$ cat src/rtl/core/ewkb_hex_srid_strip_decoder_macros.svh
// Assertion macros for the EWKB hex decoder with SRID strip.
// Each macro expects clk and arst_n in the scope where it is used.
`ifndef EWKB_HEX_SRID_STRIP_DECODER_MACROS_SVH
`define EWKB_HEX_SRID_STRIP_DECODER_MACROS_SVH

// Check a condition at every clock edge outside reset.
`define EHSSD_ASSERT_ALWAYS(label, cond, msg) \
	label: assert property (@(posedge clk) disable iff (!arst_n) (cond)) else $error(msg);

// Check that an antecedent implies a consequent in the same cycle.
`define EHSSD_ASSERT_IMPL(label, ante, cons, msg) \
	label: assert property (@(posedge clk) disable iff (!arst_n) (ante) |-> (cons)) \
		else $error(msg);

// Check that an antecedent implies a consequent in the next cycle.
`define EHSSD_ASSERT_NEXT(label, ante, cons, msg) \
	label: assert property (@(posedge clk) disable iff (!arst_n) (ante) |=> (cons)) \
		else $error(msg);

`endif

$ cat src/rtl/core/ehssd_pkg.sv
// Shared types and constants for the EWKB hex decoder with SRID strip.
// No dependencies.
package ehssd_pkg;

	localparam int unsigned HDR_LEN       = 5;
	localparam int unsigned SRID_END      = 9;
	localparam logic [7:0]  SRID_FLAG     = 8'h20;
	localparam int unsigned QUEUE_DEPTH_D = 4;

	// One queued request: up to HDR_LEN bytes to emit in order, with an end mark.
	// A count of zero with eob set is a bare end marker.
	typedef struct packed {
		logic [HDR_LEN-1:0][7:0] bytes_v;
		logic [2:0]              count;
		logic                    eob;
	} ehssd_cmd_t;

endpackage

$ cat src/rtl/core/ehssd_front.sv
// Front part: decodes hex characters, pairs nibbles, holds the header and
// classifies each byte into a queued request. Depends on ehssd_pkg.
module ehssd_front
	import ehssd_pkg::*;
(
	input  logic       clk,
	input  logic       arst_n,
	input  logic       accept,
	input  logic [7:0] hex_char,
	input  logic       final_char,
	output logic       cmd_gen,
	output ehssd_cmd_t cmd
);

	logic       low_next_q;
	logic [3:0] pend_q;
	logic [3:0] cnt_q;
	logic       drop_q;
	logic [7:0] hold_q [HDR_LEN-1];

	logic [3:0] nib;
	logic [7:0] byte_val;
	logic       byte_done;
	logic       strip;
	logic       sel_low;

	function automatic logic [3:0] nib_of(input logic [7:0] c);
		logic [7:0] d;
		d = 8'h00;
		if (c inside {[8'h30:8'h39]}) begin
			d = c - 8'h30;
		end else if (c inside {[8'h41:8'h46]}) begin
			d = c - 8'h37;
		end else if (c inside {[8'h61:8'h66]}) begin
			d = c - 8'h57;
		end
		return d[3:0];
	endfunction

	always_comb begin
		nib       = nib_of(hex_char);
		byte_val  = low_next_q ? {pend_q, nib} : {nib, 4'h0};
		byte_done = low_next_q | final_char;
		sel_low   = (hold_q[0] == 8'h00);
		strip     = sel_low ? ((hold_q[1] & SRID_FLAG) != 8'h00)
		                    : ((byte_val & SRID_FLAG) != 8'h00);

		for (int k = 0; k < HDR_LEN - 1; k++) begin
			cmd.bytes_v[k] = hold_q[k];
		end
		cmd.bytes_v[HDR_LEN-1] = byte_val;
		cmd.count = 3'd0;
		cmd.eob   = final_char;

		if (byte_done) begin
			if (cnt_q < 4'(HDR_LEN - 1)) begin
				// Short blob: flush what is held plus this byte.
				if (final_char) begin
					cmd.bytes_v[cnt_q[1:0]] = byte_val;
					cmd.count = {1'b0, cnt_q[1:0]} + 3'd1;
				end
			end else if (cnt_q == 4'(HDR_LEN - 1)) begin
				// Header complete: clear the SRID flag when set.
				if (strip) begin
					if (sel_low) begin
						cmd.bytes_v[1] = hold_q[1] & ~SRID_FLAG;
					end else begin
						cmd.bytes_v[HDR_LEN-1] = byte_val & ~SRID_FLAG;
					end
				end
				cmd.count = 3'(HDR_LEN);
			end else if (cnt_q < 4'(SRID_END)) begin
				if (!drop_q) begin
					cmd.bytes_v[0] = byte_val;
					cmd.count = 3'd1;
				end
			end else begin
				cmd.bytes_v[0] = byte_val;
				cmd.count = 3'd1;
			end
		end
		cmd_gen = final_char | (cmd.count != 3'd0);
	end

	always_ff @(posedge clk or negedge arst_n) begin
		if (!arst_n) begin
			low_next_q <= 1'b0;
			pend_q     <= 4'h0;
			cnt_q      <= 4'd0;
			drop_q     <= 1'b0;
		end else if (accept) begin
			if (final_char) begin
				low_next_q <= 1'b0;
				pend_q     <= 4'h0;
				cnt_q      <= 4'd0;
				drop_q     <= 1'b0;
			end else if (low_next_q) begin
				low_next_q <= 1'b0;
				if (cnt_q < 4'(SRID_END)) begin
					cnt_q <= cnt_q + 4'd1;
				end
				if (cnt_q == 4'(HDR_LEN - 1) && strip) begin
					drop_q <= 1'b1;
				end
			end else begin
				pend_q     <= nib;
				low_next_q <= 1'b1;
			end
		end
	end

	// Header bytes; only read at entries written earlier in the same string.
	always_ff @(posedge clk) begin
		if (accept && byte_done && cnt_q < 4'(HDR_LEN - 1)) begin
			hold_q[cnt_q[1:0]] <= byte_val;
		end
	end

endmodule

$ cat src/rtl/core/ehssd_queue.sv
// Short request queue between front and back parts.
// Depends on ehssd_pkg and the assertion macro header.
`include "ewkb_hex_srid_strip_decoder_macros.svh"
module ehssd_queue
	import ehssd_pkg::*;
#(
	parameter int unsigned DEPTH = QUEUE_DEPTH_D
) (
	input  logic       clk,
	input  logic       arst_n,
	input  logic       push,
	input  ehssd_cmd_t push_data,
	output logic       full,
	input  logic       pop,
	output ehssd_cmd_t pop_data,
	output logic       nonempty
);

	localparam int unsigned PW = (DEPTH > 1) ? $clog2(DEPTH) : 1;
	localparam int unsigned CW = $clog2(DEPTH + 1);

	ehssd_cmd_t    mem_q [DEPTH];
	logic [PW-1:0] wr_ptr_q;
	logic [PW-1:0] rd_ptr_q;
	logic [CW-1:0] cnt_q;

	assign full     = (cnt_q == CW'(DEPTH));
	assign nonempty = (cnt_q != '0);
	assign pop_data = mem_q[rd_ptr_q];

	always_ff @(posedge clk or negedge arst_n) begin
		if (!arst_n) begin
			wr_ptr_q <= '0;
			rd_ptr_q <= '0;
			cnt_q    <= '0;
		end else begin
			if (push) begin
				wr_ptr_q <= (wr_ptr_q == PW'(DEPTH - 1)) ? '0 : wr_ptr_q + 1'b1;
			end
			if (pop) begin
				rd_ptr_q <= (rd_ptr_q == PW'(DEPTH - 1)) ? '0 : rd_ptr_q + 1'b1;
			end
			if (push && !pop) begin
				cnt_q <= cnt_q + 1'b1;
			end else if (pop && !push) begin
				cnt_q <= cnt_q - 1'b1;
			end
		end
	end

	always_ff @(posedge clk) begin
		if (push) begin
			mem_q[wr_ptr_q] <= push_data;
		end
	end

	`EHSSD_ASSERT_ALWAYS(a_cnt_bound, cnt_q <= CW'(DEPTH), "queue count beyond depth")
	`EHSSD_ASSERT_IMPL(a_no_push_full, push, !full, "push into full queue")
	`EHSSD_ASSERT_NEXT(a_pop_count, pop && !push, cnt_q == $past(cnt_q) - 1'b1,
		"queue count did not drop after pop")

endmodule

$ cat src/rtl/core/ehssd_back.sv
// Back part: expands queued requests into result beats, one per cycle when
// not stalled, through an output register. Needs ehssd_pkg and macro header.
`include "ewkb_hex_srid_strip_decoder_macros.svh"
module ehssd_back
	import ehssd_pkg::*;
(
	input  logic       clk,
	input  logic       arst_n,
	input  logic       cmd_valid,
	input  ehssd_cmd_t cmd,
	output logic       cmd_pop,
	output logic       out_valid,
	input  logic       out_stall,
	output logic [7:0] wkb_byte,
	output logic       byte_present,
	output logic       end_of_blob
);

	logic [2:0] idx_q;
	logic       out_valid_q;
	logic [7:0] byte_q;
	logic       present_q;
	logic       eob_q;
	logic       load;
	logic       last;
	logic [7:0] beat_byte;

	always_comb begin
		load      = cmd_valid && (!out_valid_q || !out_stall);
		last      = (cmd.count == 3'd0) || (idx_q == cmd.count - 3'd1);
		beat_byte = (cmd.count == 3'd0) ? 8'h00 : cmd.bytes_v[idx_q];
		cmd_pop   = load && last;
	end

	always_ff @(posedge clk or negedge arst_n) begin
		if (!arst_n) begin
			idx_q       <= 3'd0;
			out_valid_q <= 1'b0;
		end else begin
			if (load) begin
				idx_q       <= last ? 3'd0 : idx_q + 3'd1;
				out_valid_q <= 1'b1;
			end else if (!out_stall) begin
				out_valid_q <= 1'b0;
			end
		end
	end

	always_ff @(posedge clk) begin
		if (load) begin
			byte_q    <= beat_byte;
			present_q <= (cmd.count != 3'd0);
			eob_q     <= cmd.eob && last;
		end
	end

	assign out_valid    = out_valid_q;
	assign wkb_byte     = byte_q;
	assign byte_present = present_q;
	assign end_of_blob  = eob_q;

	`EHSSD_ASSERT_ALWAYS(a_idx_bound, idx_q < 3'(HDR_LEN), "beat index past header length")
	`EHSSD_ASSERT_IMPL(a_idx_in_cmd, cmd_valid && cmd.count != 3'd0, idx_q < cmd.count,
		"beat index beyond request count")
	`EHSSD_ASSERT_NEXT(a_out_hold, out_valid_q && out_stall,
		out_valid_q && byte_q == $past(byte_q), "stalled output changed")

endmodule

$ cat src/rtl/core/ewkb_hex_srid_strip_decoder.sv
// Top level of the EWKB hex decoder with SRID strip.
// Depends on ehssd_pkg, ehssd_front, ehssd_queue and ehssd_back.
//
// Usage:
//  - Input channel (in_valid / in_stall): one hex text character per request,
//    final_char marks the last character of a string. A request is taken at
//    a rising edge with in_valid high and in_stall low.
//  - Output channel (out_valid / out_stall): one decoded byte per request,
//    byte_present low marks a bare end marker, end_of_blob marks the last
//    result of a string.
//  - Throughput: one character per cycle while in_stall is low. The back part
//    drives one result per cycle while out_stall is low, so a five-byte header
//    burst drains while the request queue (QUEUE_DEPTH entries) absorbs more.
//  - Path: the first result caused by a character is written to the queue,
//    then loaded into the output register, where it becomes valid.
//  - in_stall rises only while the request queue is full.
//  - When out_stall is high, hold the output payload; the front keeps taking
//    characters until the queue fills.
//  - Reset: clears the nibble pairing, byte count, SRID drop flag, the queue
//    and the output valid. The header store needs no clearing.
module ewkb_hex_srid_strip_decoder
	import ehssd_pkg::*;
#(
	parameter int unsigned QUEUE_DEPTH = QUEUE_DEPTH_D
) (
	input  logic       clk,
	input  logic       arst_n,
	input  logic       in_valid,
	output logic       in_stall,
	input  logic [7:0] hex_char,
	input  logic       final_char,
	output logic       out_valid,
	input  logic       out_stall,
	output logic [7:0] wkb_byte,
	output logic       byte_present,
	output logic       end_of_blob
);

	logic       accept;
	logic       cmd_gen;
	logic       q_full;
	logic       q_nonempty;
	logic       q_pop;
	ehssd_cmd_t front_cmd;
	ehssd_cmd_t back_cmd;

	// Stall the input only while no request slot is free.
	assign in_stall = q_full;
	assign accept   = in_valid && !q_full;

	ehssd_front u_front (
		.clk        (clk),
		.arst_n     (arst_n),
		.accept     (accept),
		.hex_char   (hex_char),
		.final_char (final_char),
		.cmd_gen    (cmd_gen),
		.cmd        (front_cmd)
	);

	// Push only characters that produce output or end a string.
	ehssd_queue #(
		.DEPTH (QUEUE_DEPTH)
	) u_queue (
		.clk       (clk),
		.arst_n    (arst_n),
		.push      (accept && cmd_gen),
		.push_data (front_cmd),
		.full      (q_full),
		.pop       (q_pop),
		.pop_data  (back_cmd),
		.nonempty  (q_nonempty)
	);

	ehssd_back u_back (
		.clk          (clk),
		.arst_n       (arst_n),
		.cmd_valid    (q_nonempty),
		.cmd          (back_cmd),
		.cmd_pop      (q_pop),
		.out_valid    (out_valid),
		.out_stall    (out_stall),
		.wkb_byte     (wkb_byte),
		.byte_present (byte_present),
		.end_of_blob  (end_of_blob)
	);

endmodule
$ cat config.mk
export PLATFORM = sky130hd
export DESIGN_NAME = ewkb_hex_srid_strip_decoder
export DESIGN_NICKNAME = d
export VERILOG_FILES = /design/src/rtl/core/ehssd_pkg.sv /design/src/rtl/core/ehssd_front.sv /design/src/rtl/core/ehssd_queue.sv /design/src/rtl/core/ehssd_back.sv /design/src/rtl/core/ewkb_hex_srid_strip_decoder.sv
export VERILOG_INCLUDE_DIRS = /design/src /design/src/rtl/core
export SDC_FILE = /design/constraint.sdc
export NUM_CORES = 1
export LEC_CHECK = 0
export BUFFER_PORTS_ARGS = -buffer_cell sky130_fd_sc_hd__buf_2
export CAP_MARGIN = 40
export CORE_MARGIN = 1
export CORE_UTILIZATION = 25
export DETAILED_ROUTE_END_ITERATION = 12
export PLACE_DENSITY = 0.37
export SLEW_MARGIN = 20
export SYNTH_ARGS = -nofsm -noshare
export SYNTH_HDL_FRONTEND = slang
export SYNTH_SLANG_ARGS = --single-unit
$ cat constraint.sdc
create_clock -name clk -period 6.7 [get_ports clk]
set_clock_uncertainty 0.05 [all_clocks]
set_input_delay 0.67 -clock clk [delete_from_list [all_inputs] [get_ports clk]]
set_output_delay 0.67 -clock clk [all_outputs]
set_load 0.03 [all_outputs]
Word level (Yosys, flattened, before mapping)
Memories as Yosys holds them, arrays and structs flattened. Index checks and enable logic that the tools add are counted.

Memories: 2. RAM bits: 208. Output and inout port bits: 12. Register bits: 31.

Magnitude comparators: 11. Add/sub/neg operators: 11. Mux-type cells: 46. Bitwise operators: 2. Reductions and logical operators: 33. Eq/ne operators: 7.

Memory list: u_queue.mem_q (words 4, bits a word 44, read ports 1, clocked after memory_dff 0, write ports 1, RTL line ehssd_queue.sv:22) `ehssd_cmd_t mem_q [DEPTH];`; u_front.hold_q (words 4, bits a word 8, read ports 4, clocked after memory_dff 0, write ports 1, RTL line ehssd_front.sv:19) `logic [7:0] hold_q [HDR_LEN-1];`.

Operators with widths (number): two-way mux 43 bit (2); bitwise mux 40 bit (1); two-way mux 8 bit (5); two-way mux 6 bit (6); two-way mux 4 bit (8); binary-select mux 8 bit (select 3 bit) (1); two-way mux 11 bit (2); two-way mux 19 bit (1); demux 8 bit (select 2 bit) (1); >= comparator 8 x 7 -> 1 bit, second input constant (2); less-or-equal comparator 8 x 7 -> 1 bit, second input constant (2); two-way mux 16 bit (1); logical AND 1 bit (14); two-way mux 1 bit (12); two-way mux 3 bit (4); nonzero test 3 bit (3); >= comparator 8 x 6 -> 1 bit, second input constant (1); less-or-equal comparator 8 x 6 -> 1 bit, second input constant (1); zero test 8 bit (1); nonzero test 2 bit (4); subtractor 4 x 3 -> 4 bit, second input constant (2); adder 3 x 1 -> 3 bit, second input constant (2); AND reduction 3 bit (2); subtractor 3 x 1 -> 3 bit, second input constant (2); other kinds (21) (30).

Logic depth before layout (Yosys ltp)
Gate-level depths: netlist (run 1).

Depth in word-level cells: 18. Mapped depth: 17. Mapped depth without buffers: 14.

Cells and area by module
A second synthesis (run 1) with hierarchy kept.

Cells, all modules: 603. Area, all modules: 10254.8 µm².

Modules (own cells, without submodules): ehssd_queue (cells each 267, area each 6825.3 µm², times used 1); ehssd_front (cells each 252, area each 2488.6 µm², times used 1); ehssd_back (cells each 82, area each 925.9 µm², times used 1); ewkb_hex_srid_strip_decoder (cells each 2, area each 15.0 µm², times used 1).

Worst setup path before layout (run 1)
No wires, ideal clock.

Path type: register to register. Start: register u_queue.rd_ptr_q[0]. End: register u_queue.cnt_q[2]. Stages on the path, launching flop included: 18. Path buffers: 3. Period minus slack after synthesis: 3.594 ns. Arrival time: 3.464 ns. Slack: 3.106 ns. Data required time: 6.571 ns. Path through: dfrtp_1 buf_6 buf_4 buf_2 mux4_2 inv_1 ha_1 ha_1 xor2_1 a31oi_4 nor2_2 inv_1 ha_1 inv_1 fa_1 xor2_1 nor2_1 xor2_1.

Longest elaborated chain between the ends: 8. Elaborated cells on any way between the ends: 11. Classes of those cells: 1 x add/sub; 1 x eq/ne; 1 x mux; 7 x reduce/logical; 1 x memory.

RTL lines: start: declaration (RTL line ehssd_queue.sv:24) `logic [PW-1:0] rd_ptr_q;`; start signal: assignment (RTL line ehssd_queue.sv:41) `rd_ptr_q <= (rd_ptr_q == PW'(DEPTH - 1)) ? '0 : rd_ptr_q + 1'b1;`; memory (4 x 44 bit) (*); subtractor 3 x 1 -> 3 bit (RTL line ehssd_back.sv:30) `last = (cmd.count == 3'd0) || (idx_q == cmd.count - 3'd1);`; == test 3 bit (RTL line ehssd_back.sv:30); logical OR 1 bit (*) (RTL line ehssd_back.sv:30); logical AND 1 bit (*) (RTL line ehssd_back.sv:32) `cmd_pop = load && last;`; zero test 1 bit (RTL line ehssd_queue.sv:43) `if (push && !pop) begin`; logical AND 1 bit (RTL line ehssd_queue.sv:43); two-way mux 3 bit or nonzero test 2 bit (tied branches); end signal: assignment (RTL line ehssd_queue.sv:44) `cnt_q <= cnt_q + 1'b1;`; end signal: assignment (RTL line ehssd_queue.sv:46) `cnt_q <= cnt_q - 1'b1;`; end: declaration (RTL line ehssd_queue.sv:25) `logic [CW-1:0] cnt_q;`.

Mark *: on every way between the ends. The rest lies on a longest branch, timed or not. A chain may end at the register's enable or synchronous reset.

Worst setup path after layout (run 1)
Same ends and word-level chain as after synthesis.

==> qor.yml, run 1 <==
synth_seq_cells: 239
crit_path_start_kind: "register"
synth_fa_ha_area_share_pct: 2.47
yosysWarnings: 0
routed_wl_mm: 23.8
slowest_stage: "dfrtp_2"
drtIter0Drc: 328
io_pins: 25
cp_max_fo: 12
grt_pass1_vias: 5508
clock.fmax_mhz: 289
grt_max_degree: 45
crit_chain: "mux4_2, inv_1, ha_1, ha_1, xor2_1, a31oi_4, nor2_2, inv_1, ha_1, inv_1, fa_1, xor2_1, nor2_1, xor2_1"
synth_top_family_by_area: "multiplexers"
gp_congestion: 0.730
synth_area_per_cell_um2: 16.9
core_area_um2: 38900
arrival_ns: 3.85
setup_violations: 0
powerDensity_nw_per_um2: 426
post_cts_buffers: 0
fp-row-count: 72
ctsHoldBuffers: 0
grtUsageTotal_pct: 11.9
antenna_found_initial: 0
h-tree-depth: 1
cts_inserted_buffers: 26
firstDrtPassIters: 4
cts_resized: 0
worst_hold_slack_ns: 0.0852
crit_type: "reg2reg"
path_clk_slew_ns: 0.06
port_buffers: 24
drv_cap: 0
cp_slowest_stage_delay_ns: 0.65
clock_path_buffers: 3
via_per_inst: 4.49
ys_types: 52
syn-cell-area_um2: 9920
cp-end-kind: "register"
min_period_over_period_pct: 51.7
drive_gt1_share_pct: 20.1
grt_pass1_wl_mm: 35.7
fin_setup_tns_ns: 0
netlist_instances: 586
routedWlPerCell_um: 20.5
root_buffer: "clkbuf_16"
hold_violations: 0
syn_to_final_growth_pct: 16.3
ys_async_sr_fraction_pct: 8.79
critPathRequiredTime_ns: 7.09
cts.sinks: 239
n_antenna_cell: 0
clk_latency_ns: 0.52
synthMuxAreaShare_pct: 11.6
dieArea_um2: 40500
hold_path.class: "in2async"
peakVddDrop_mv: 0.181
seq_area_frac_synth_pct: 71.3
synth-compound-area-share_pct: 6.51
synth_area_leaders: "edfxtp_1, mux4_2, dfrtp_1"
synth_edf_count: 218
synth_simple_gate_area_share_pct: 5.37
critical_path_buf_inv_count: 3
worstMarginPinSlew_ns: 0.808
cts_tree: "built"
grt-ovfl-total: 0
synth_ff_type: "edfxtp_1"
drcViolationCount: 0
hpwl_mm: 14.6
cp_top_family: "adder cells"
postRouteAntennaNets: 0
nets: 656
relSlewSlack_pct: 46.0
die_height_um: 201
synth_top_area_share_pct: 66.0
drv_slew: 0
rsz0062_at_grt: "no"
synth_top_cell_by_area: "edfxtp_1"
leakage_nw: 3.97
synth_xor_area_share_pct: 0.706
die_width_um: 201
status: "completed"
synth_nets: 618
start_util_pct: 25.5
period_needed_ns: 3.46
num_vias: 5212
==> cell usage after synthesis, types with 2 or more instances <==
cell / number
clkbuf_1: 14
a21boi_0: 2
nand2b_1: 2
nand3_1: 8
mux4_2: 44
mux2_2: 5
a22o_1: 13
a31oi_1: 4
o211ai_1: 2
buf_2: 7
nand2_1: 49
nor2b_1: 4
and3_1: 6
xnor2_1: 3
and2_1: 8
nor2_1: 20
a21oi_1: 15
mux2i_1: 9
nor3b_1: 2
a21o_1: 3
a41oi_1: 3
ha_1: 18
inv_1: 24
dfrtp_1: 21
or4_1: 2
a22oi_1: 2
xor2_1: 5
o21ai_0: 50
edfxtp_1: 218
==> cell families after synthesis <==
logic type / Yosys count
flip-flops: 239
AND/OR/NAND/NOR: 110
AO/OA/AOI/OAI: 103
multiplexers: 59
buffers and inverters: 48
adder cells (fa/ha/maj): 19
XOR/XNOR: 8
==> sequential cells by signal (all words and copies together) (netlist names) <==
name	count
u_back.end_of_blob	1
u_queue.wr_ptr_q	2
u_back.wkb_byte	8
u_back.idx_q	3
u_back.out_valid	1
u_queue.cnt_q	3
u_front.low_next_q	1
u_front.pend_q	4
u_front.cnt_q	4
u_back.byte_present	1
u_queue.rd_ptr_q	2
u_queue.mem_q	176
u_front.hold_q	32
u_front.drop_q	1
==> worst register-to-register path, delay by kind of cell, from the launching register on <==
| family | cells | cell delay [ns] |
|---|---|---|
| fa+ha+maj | 4 | 0.92 |
| flops | 1 | 0.65 |
| mux | 1 | 0.59 |
| xor+xnor | 3 | 0.51 |
| compound gates | 1 | 0.28 |
| buf+inv | 3 | 0.20 |
| simple gates | 2 | 0.19 |
==> layout make-up <==
cell class | count | area [µm²]
multi-input combinational | 299 | 2660
sequential | 239 | 7080
timing repair buffer | 34 | 258
inverter | 24 | 90.1
tap | 518 | 648
fill | 3869 | 27400
clock buffer | 38 | 737
clock inverter | 9 | 66.3
==> stage by stage <==
step | worst slack (ns) | power [mW] | cell area, µm² | instances | utilization [%]
after floorplan | 3.11 | 3.13 | 9920 | 586 | -
after global placement | 3.18 | 3.60 | 10600 | 1109 | 27.3
after detailed placement | 3.20 | 3.64 | 10700 | 1113 | 27.5
after CTS | 3.16 | 5.01 | 11500 | 1160 | 29.6
after global routing | 2.96 | 5.20 | 11500 | 1161 | 29.6
final | 3.24 | 4.91 | 11500 | 1161 | 29.6
==> worst paths after layout <==
kind	from	cells after the start	to	slack [ns]
max	u_queue.rd_ptr_q[0]	14	u_queue.cnt_q[2]	3.24
min	arst_n	1	u_queue.cnt_q[0]	0.09
max reg2reg	u_queue.rd_ptr_q[0]	14	u_queue.cnt_q[2]	3.24
min reg2reg	u_back.out_valid	2	u_back.out_valid	0.44
max in group asynchronous	arst_n	1	u_queue.rd_ptr_q[0]	6.11
min in group clk	out_stall	3	u_back.out_valid	0.31
==> power breakdown <==
group | total (mW) | internal, mW | switching [mW]
combinational | 1.41 | 0.573 | 0.834
clock | 1.35 | 0.796 | 0.557
sequential | 2.15 | 1.97 | 0.177
==> routing by layer <==
layer / vias up / share of wire (%) / GRT usage (%)
met2: 99 / 49 / 20.3
met4: 0 / 2.1 / 3.35
met5: - / 0 / 0
met3: 34 / 3.7 / 1.73
li1: 2368 / - / -
met1: 2711 / 45 / 15.7
==> cell usage in the layout (no fill, tap or decap), types with 6 or more instances in the layout <==
cell | netlist | final
and3_1 | 6 | 6
clkbuf_1 | 14 | 9
o21ai_0 | 50 | 50
edfxtp_1 | 218 | 218
buf_2 | 7 | 25
nor2_1 | 20 | 20
a22o_1 | 13 | 13
mux2i_1 | 9 | 9
nand3_1 | 8 | 8
inv_1 | 24 | 24
a21oi_1 | 15 | 15
nand2_1 | 49 | 49
clkbuf_16 | 0 | 27
dfrtp_1 | 21 | 18
mux4_2 | 44 | 44
ha_1 | 18 | 18
Note: power is estimated with default switching activity, not from simulation.
==> inputs of run 2 (changes only) <==
--- a/config.mk
+++ b/config.mk
@@ -11,7 +11,7 @@
 export CORE_MARGIN = 1
 export CORE_UTILIZATION = 25
 export DETAILED_ROUTE_END_ITERATION = 12
-export PLACE_DENSITY = 0.37
+export PLACE_DENSITY = 0.38
 export SLEW_MARGIN = 20
 export SYNTH_ARGS = -nofsm -noshare
 export SYNTH_HDL_FRONTEND = slang
==> constraint.sdc (replaced) <==
create_clock -name clk -period 3.17 [get_ports clk]
set_clock_uncertainty 0.05 [all_clocks]
set_input_delay 0.317 -clock clk [delete_from_list [all_inputs] [get_ports clk]]
set_output_delay 0.317 -clock clk [all_outputs]
set_load 0.03 [all_outputs]
==> run 2 against run 1 <==
Combinational power rose by 130%. Critical path depth is the same. Global-route usage decreased by 0.16 points. Flip-flop and latch count stayed put. Sequential share of layout area shrank 1.3 points. Clock-buffer cell count down 3. Fmax increased by 15%. Non-clock buffer count grew 19. Critical endpoint unchanged. Highest routed layer unchanged.
==> qor.yml, run 2 (same netlist as run 1, synthesis figures left out) <==
grt-ovfl-total: 0  # unchanged
hold_violations: 0  # unchanged
largest_register: "u_queue.mem_q"
peakVddDrop_mv: 0.389  # +120%
syn_to_final_growth_pct: 18.8
min_period_over_period_pct: 94.7  # +43 points
drive_gt1_share_pct: 23.2  # +3.2 points
slowest_stage: "mux4_2"
drv_slew: 0  # unchanged
final_core_util_pct: 30.3  # +0.66 points
cts_inserted_buffers: 27  # +3.8%
leakage_nw: 4.08  # +2.8%
cp-end-kind: "register"
period_needed_ns: 3.00  # -0.461 ns
routedWlPerCell_um: 19.9  # -2.9%
clock_path_buffers: 3  # unchanged
power_mw: 10.8  # +120%
hpwl_mm: 14.9  # +2.1%
nets: 676  # +3.0%
rsz0062_at_grt: "no"
wl_met2_mm: 11.7  # -0.48%
start_util_pct: 25.5  # unchanged
largest_reg_flops: 176  # unchanged
firstDrtPassIters: 4  # unchanged
cp_slowest_stage_delay_ns: 0.54  # -0.11 ns
grtUsageTotal_pct: 11.7  # -0.16 points
cp_max_fo: 4  # -8
wl_met1_mm: 10.6  # about the same
grt_pass1_wl_mm: 35.7  # about the same
drtIter0Drc: 351  # +7.0%
status: "completed"
arrival_ns: 3.41  # -0.44 ns
n_antenna_cell: 0  # unchanged
crit_type: "reg2reg"
via_per_inst: 4.48  # -0.11%
core_area_um2: 38900  # unchanged
clk_latency_ns: 0.54  # +0.02 ns
root_buffer: "clkbuf_16"
port_buffers: 24  # unchanged
final_common_cell: "edfxtp_1"
drcViolationCount: 0  # unchanged
io_pins: 25  # unchanged
cts_tree: "built"
layout_common_cells: "edfxtp_1, o21ai_0, nand2_1"
grt_max_degree: 41  # -8.9%
relSlewSlack_pct: 49.5  # +3.6 points
cts.sinks: 239  # unchanged
critical_path_buf_inv_count: 3  # unchanged
place_area_um2: 10900  # +1.7%
path_clk_slew_ns: 0.06  # about the same
route.met3.wl_um: 804  # -9.3%
worstMarginPinSlew_ns: 0.756  # -0.0518 ns
antenna_found_initial: 0  # unchanged
clock.fmax_mhz: 333  # +15%
drv_cap: 0  # unchanged
h-tree-depth: 1  # unchanged
dr.max_layer_used: "met4"
design_area_um2: 11800  # +2.2%
hold_path.class: "in2reg"
setup_violations: 0  # unchanged
postRouteAntennaNets: 0  # unchanged
grt_pass1_vias: 5725  # +3.9%
dieArea_um2: 40500  # unchanged
crit_path_start_kind: "register"
routed_wl_mm: 23.5  # -1.2%
critPathRequiredTime_ns: 3.58  # -3.51 ns
gp_congestion: 0.709  # -2.9%
crit_chain: "mux4_2, inv_2, ha_4, ha_4, xor2_2, a31oi_4, nor2_2, inv_1, ha_2, inv_2, fa_2, xor2_1, nor2_1, xor2_1"
cp_top_family: "adder cells"
fp-row-count: 72  # unchanged
die_height_um: 201  # unchanged
powerDensity_nw_per_um2: 914  # +110%
die_width_um: 201  # unchanged
num_vias: 5296  # +1.6%
## run 2: cell types whose count changed in the layout (fill, tap and decap cells not counted), moves of 4 or more
cell      delta
buf_12       +4
and2_4       -4
clkinv_2     -4
buf_4       +16
and2_2       +4
## run 2: where the power goes
part           internal [mW]  switching [mW]
sequential              4.17           0.256
combinational           1.35            1.91
clock                   1.85            1.23
## run 2: worst reg2reg max path, cell delays in order, from the launching register on
cell and delay (ns):
dfrtp_2 0.40, mux4_2 0.54, inv_2 0.09, ha_4 0.14, ha_4 0.19, xor2_2 0.15, a31oi_4 0.19, nor2_2 0.08
inv_1 0.07, ha_2 0.19, inv_2 0.04, fa_2 0.33, xor2_1 0.16, nor2_1 0.13, xor2_1 0.17
## run 2: path summary, 6_finish.rpt
| path | start | endpoint | slack [ns] | cells past startpoint |
|---|---|---|---|---|
| max in group asynchronous | arst_n | u_queue.rd_ptr_q[0] | 2.42 | 2 |
| setup reg to reg | u_queue.rd_ptr_q[0] | u_queue.cnt_q[2] | 0.17 | 14 |
| setup / recovery | u_queue.rd_ptr_q[0] | u_queue.cnt_q[2] | 0.17 | 14 |
| hold reg to reg | u_back.out_valid | u_back.out_valid | 0.44 | 2 |
| min in group asynchronous | arst_n | u_back.out_valid | 0.25 | 2 |
| hold / removal | in_valid | u_front.pend_q[3] | 0.12 | 4 |
## run 2: through the flow
step / setup TNS [ns] / setup slack [ns] / instances / hold WS, ns
detailed placement: 0 / 0.0829 / 1130 / 0.292
CTS: 0 / 0.0714 / 1180 / 0.121
global placement: 0 / 0.124 / 1129 / 0.286
global route: 0 / 0.0246 / 1181 / 0.129
floorplan: -0.183 / -0.104 / 586 / -0.0286
finish: 0 / 0.167 / 1181 / 0.120
## run 2: area by class of cell
class	instances	area (µm²)
multi-input cells	299	2690
clock buffers	35	726
clock inverters	13	143
well taps	518	648
flip-flops and latches	239	7070
inverters	24	90.1
fillers	3891	27100
repair buffers	53	418
## run 2: what timing repair did
| action | in CTS | in global routing |
|---|---|---|
| hold buffers | 2 | 0 |
| gates resized for setup | 0 | 1 |
| setup buffers | 0 | 1 |
| endpoints found under the setup margin | 0 | 2 |
| hold endpoints to repair | 22 | 0 |
## run 2: per-layer routing
layer / vias up / global-route usage [%]
li1: 2416 / -
met1: 2753 / 15.3
met2: 98 / 20.5
met3: 29 / 1.62
met4: 0 / 2.81
met5: - / 0
==> inputs of run 3 (changes only) <==
--- a/config.mk
+++ b/config.mk
@@ -11,7 +11,7 @@
 export CORE_MARGIN = 1
 export CORE_UTILIZATION = 25
 export DETAILED_ROUTE_END_ITERATION = 12
-export PLACE_DENSITY = 0.38
+export PLACE_DENSITY = 0.37
 export SLEW_MARGIN = 20
 export SYNTH_ARGS = -nofsm -noshare
 export SYNTH_HDL_FRONTEND = slang
==> constraint.sdc (replaced) <==
create_clock -name clk -period 3.5 [get_ports clk]
set_clock_uncertainty 0.05 [all_clocks]
set_input_delay 0.35 -clock clk [delete_from_list [all_inputs] [get_ports clk]]
set_output_delay 0.35 -clock clk [all_outputs]
set_load 0.03 [all_outputs]
==> run 3 against run 2 <==
Final cell count shrank 0.51%. Combinational power is 11% lower. Highest routed layer unchanged. Flip-flop and latch count stayed put. Register-to-register slack improved by 0.12 ns. Global-route usage rose by 0.10 points. Utilization down 0.12 points. Fmax is 6.5% lower. Setup slack gained 0.12 ns. First-iteration DRC count fell by 6.3%.
==> qor.yml, run 3 (same netlist as run 1, synthesis figures left out) <==
reg2reg_from: "u_queue.rd_ptr_q[0]"
clock_path_buffers: 3  # unchanged
drv_cap: 0  # unchanged
via_per_inst: 4.46  # -0.63%
cp_slowest_stage_delay_ns: 0.53  # about the same
port_buffers: 24  # unchanged
seq_power_share_pct: 40.5  # -0.6 points
crit_start: "u_queue.rd_ptr_q[0]"
num_vias: 5236  # -1.1%
root_buffer: "clkbuf_16"
status: "completed"
die_height_um: 201  # unchanged
power.switching_mw: 3.09  # -9.1%
h-tree-depth: 1  # unchanged
grtUsageTotal_pct: 11.8  # +0.10 points
layout_common_cells: "edfxtp_1, o21ai_0, nand2_1"
cts_tree: "built"
die_width_um: 201  # unchanged
crit_type: "reg2reg"
firstDrtPassIters: 5  # +1
ctsHoldBuffers: 2  # unchanged
comb_power_share_pct: 29.6  # -0.7 points
drv_slew: 0  # unchanged
worstMarginPinSlew_ns: 0.807  # +0.0503 ns
peakVddDrop_mv: 0.361  # -7.3%
instances_no_fill: 1175  # -0.51%
largest_register: "u_queue.mem_q"
min_period_over_period_pct: 91.8  # -3.0 points
syn_to_final_growth_pct: 18.4
place_area_um2: 10800  # -0.95%
io_pins: 25  # unchanged
grt_max_degree: 45  # +9.8%
dieArea_um2: 40500  # unchanged
hold_path.class: "in2reg"
swShare_pct: 31.5  # -0.083 points
cp_max_fo: 7  # +3
fin_setup_tns_ns: 0  # unchanged
fp-row-count: 72  # unchanged
power_mw: 9.81  # -8.9%
setup_violations: 0  # unchanged
grt_pass1_vias: 5615  # -1.9%
reg2reg_to: "u_queue.cnt_q[2]"
n_antenna_cell: 0  # unchanged
gp_congestion: 0.751  # +5.9%
drtIter0Drc: 329  # -6.3%
cp-endpoint: "u_queue.cnt_q[2]"
worstRegToRegCells: 14  # unchanged
drcViolationCount: 0  # unchanged
antenna_found_initial: 1  # +1
crit_chain: "mux4_2, inv_1, ha_1, ha_1, xor2_1, a31oi_4, nor2_2, inv_1, ha_1, inv_1, fa_1, xor2_1, nor2_1, xor2_1"
relSlewSlack_pct: 46.1  # -3.5 points
drive_gt1_share_pct: 21.5  # -1.8 points
post_cts_buffers: 0  # unchanged
grt_pass1_wl_mm: 35.5  # -0.72%
powerDensity_nw_per_um2: 836  # -8.5%
core_area_um2: 38900  # unchanged
critPathRequiredTime_ns: 3.91  # +0.33 ns
nets: 667  # -1.3%
critical_path_buf_inv_count: 3  # unchanged
clock.fmax_mhz: 311  # -6.5%
design_area_um2: 11700  # -0.39%
arrival_ns: 3.62  # +0.21 ns
worst-path-stages: 14  # unchanged
cts_resized: 0  # unchanged
cts.sinks: 239  # unchanged
final_common_cell: "edfxtp_1"
hold_violations: 0  # unchanged
p_int_mw: 6.73  # -8.7%
path_clk_slew_ns: 0.06  # about the same
cp-end-kind: "register"
crit_path_start_kind: "register"
period_needed_ns: 3.21  # +0.208 ns
pwr-share-clk_pct: 29.9  # +1.3 points
cts_inserted_buffers: 28  # +3.7%
postRouteAntennaNets: 0  # unchanged
hpwl_mm: 13.9  # -6.6%
dp_cells: 1121  # -0.80%
reg2reg_slack_ns: 0.29  # +0.12 ns
largest_reg_flops: 176  # unchanged
cp_top_family: "adder cells"
slowest_stage: "mux4_2"
grt-ovfl-total: 0  # unchanged
start_util_pct: 25.5  # unchanged
routed_wl_mm: 23.5  # about the same
routedWlPerCell_um: 20.0  # +0.53%
rsz0062_at_grt: "no"
clk_latency_ns: 0.54  # about the same
leakage_nw: 4.08  # -0.14%
-- run 3: cell count changes in the layout (fill, tap and decap cells not counted), sizes merged --
| cell | change |
|---|---|
| clkinvlp | -1 |
| buf | -10 |
| inv | -1 |
| clkinv | +5 |
| bufinv | +1 |
-- run 3: worst min-delay path by stage --
stage	startpoint	endpoint	slack [ns]	cells after the start
after global placement	arst_n	u_back.out_valid	0.32	1
final	in_valid	u_front.pend_q[3]	0.16	4
after CTS	in_valid	u_front.pend_q[3]	0.14	4
after detailed placement	arst_n	u_back.out_valid	0.33	1
after floorplan	arst_n	u_back.idx_q[0]	0.004	0
after global routing	final_char	u_queue.mem_q[3][0]	0.17	1
-- run 3: per-stage QoR --
stage / setup slack (ns) / utilization, % / hold WS [ns]
after floorplan: 0.0224 / - / 0.00441
after global placement: 0.317 / 27.6 / 0.325
after detailed placement: 0.255 / 27.7 / 0.326
after CTS: 0.241 / 30.2 / 0.139
after global routing: 0.0299 / 30.2 / 0.167
final: 0.289 / 30.2 / 0.165
-- run 3: layout make-up --
cell class | count | area [µm²]
repair buffers | 43 | 338
fillers | 3848 | 27200
flip-flops and latches | 239 | 7070
multi-input cells | 299 | 2660
clock inverters | 17 | 185
well taps | 518 | 648
clock buffers | 35 | 748
inverters | 24 | 90.1
-- run 3: metal layers --
metal | global-route usage (%) | vias up | wire [µm] | share of wire (%)
met1 | 15.1 | 2693 | 10500 | 45
met4 | 4.41 | 0 | 598 | 2.5
met3 | 1.60 | 32 | 827 | 3.5
met5 | 0 | - | 0 | 0
met2 | 20.3 | 106 | 11500 | 49
li1 | - | 2405 | - | -
-- run 3: power by group through the flow --
stage	logic, mW	clock network (mW)	registers [mW]
6_report	2.90	2.94	3.98
5_1_grt	3.20	3.13	4.03
4_1_cts	2.98	3.02	3.99
3_5_place_dp	2.99	0	4.04
3_3_place_gp	2.90	0	4.02
2_1_floorplan	1.93	0	4.08
-- run 3: worst register-to-register path, cell delays in order (launching register included) --
cell and delay [ns]:
dfrtp_2 0.41, mux4_2 0.53, inv_1 0.08, ha_1 0.15
ha_1 0.24, xor2_1 0.17, a31oi_4 0.31, nor2_2 0.08
inv_1 0.06, ha_1 0.18, inv_1 0.07, fa_1 0.37
xor2_1 0.17, nor2_1 0.12, xor2_1 0.15
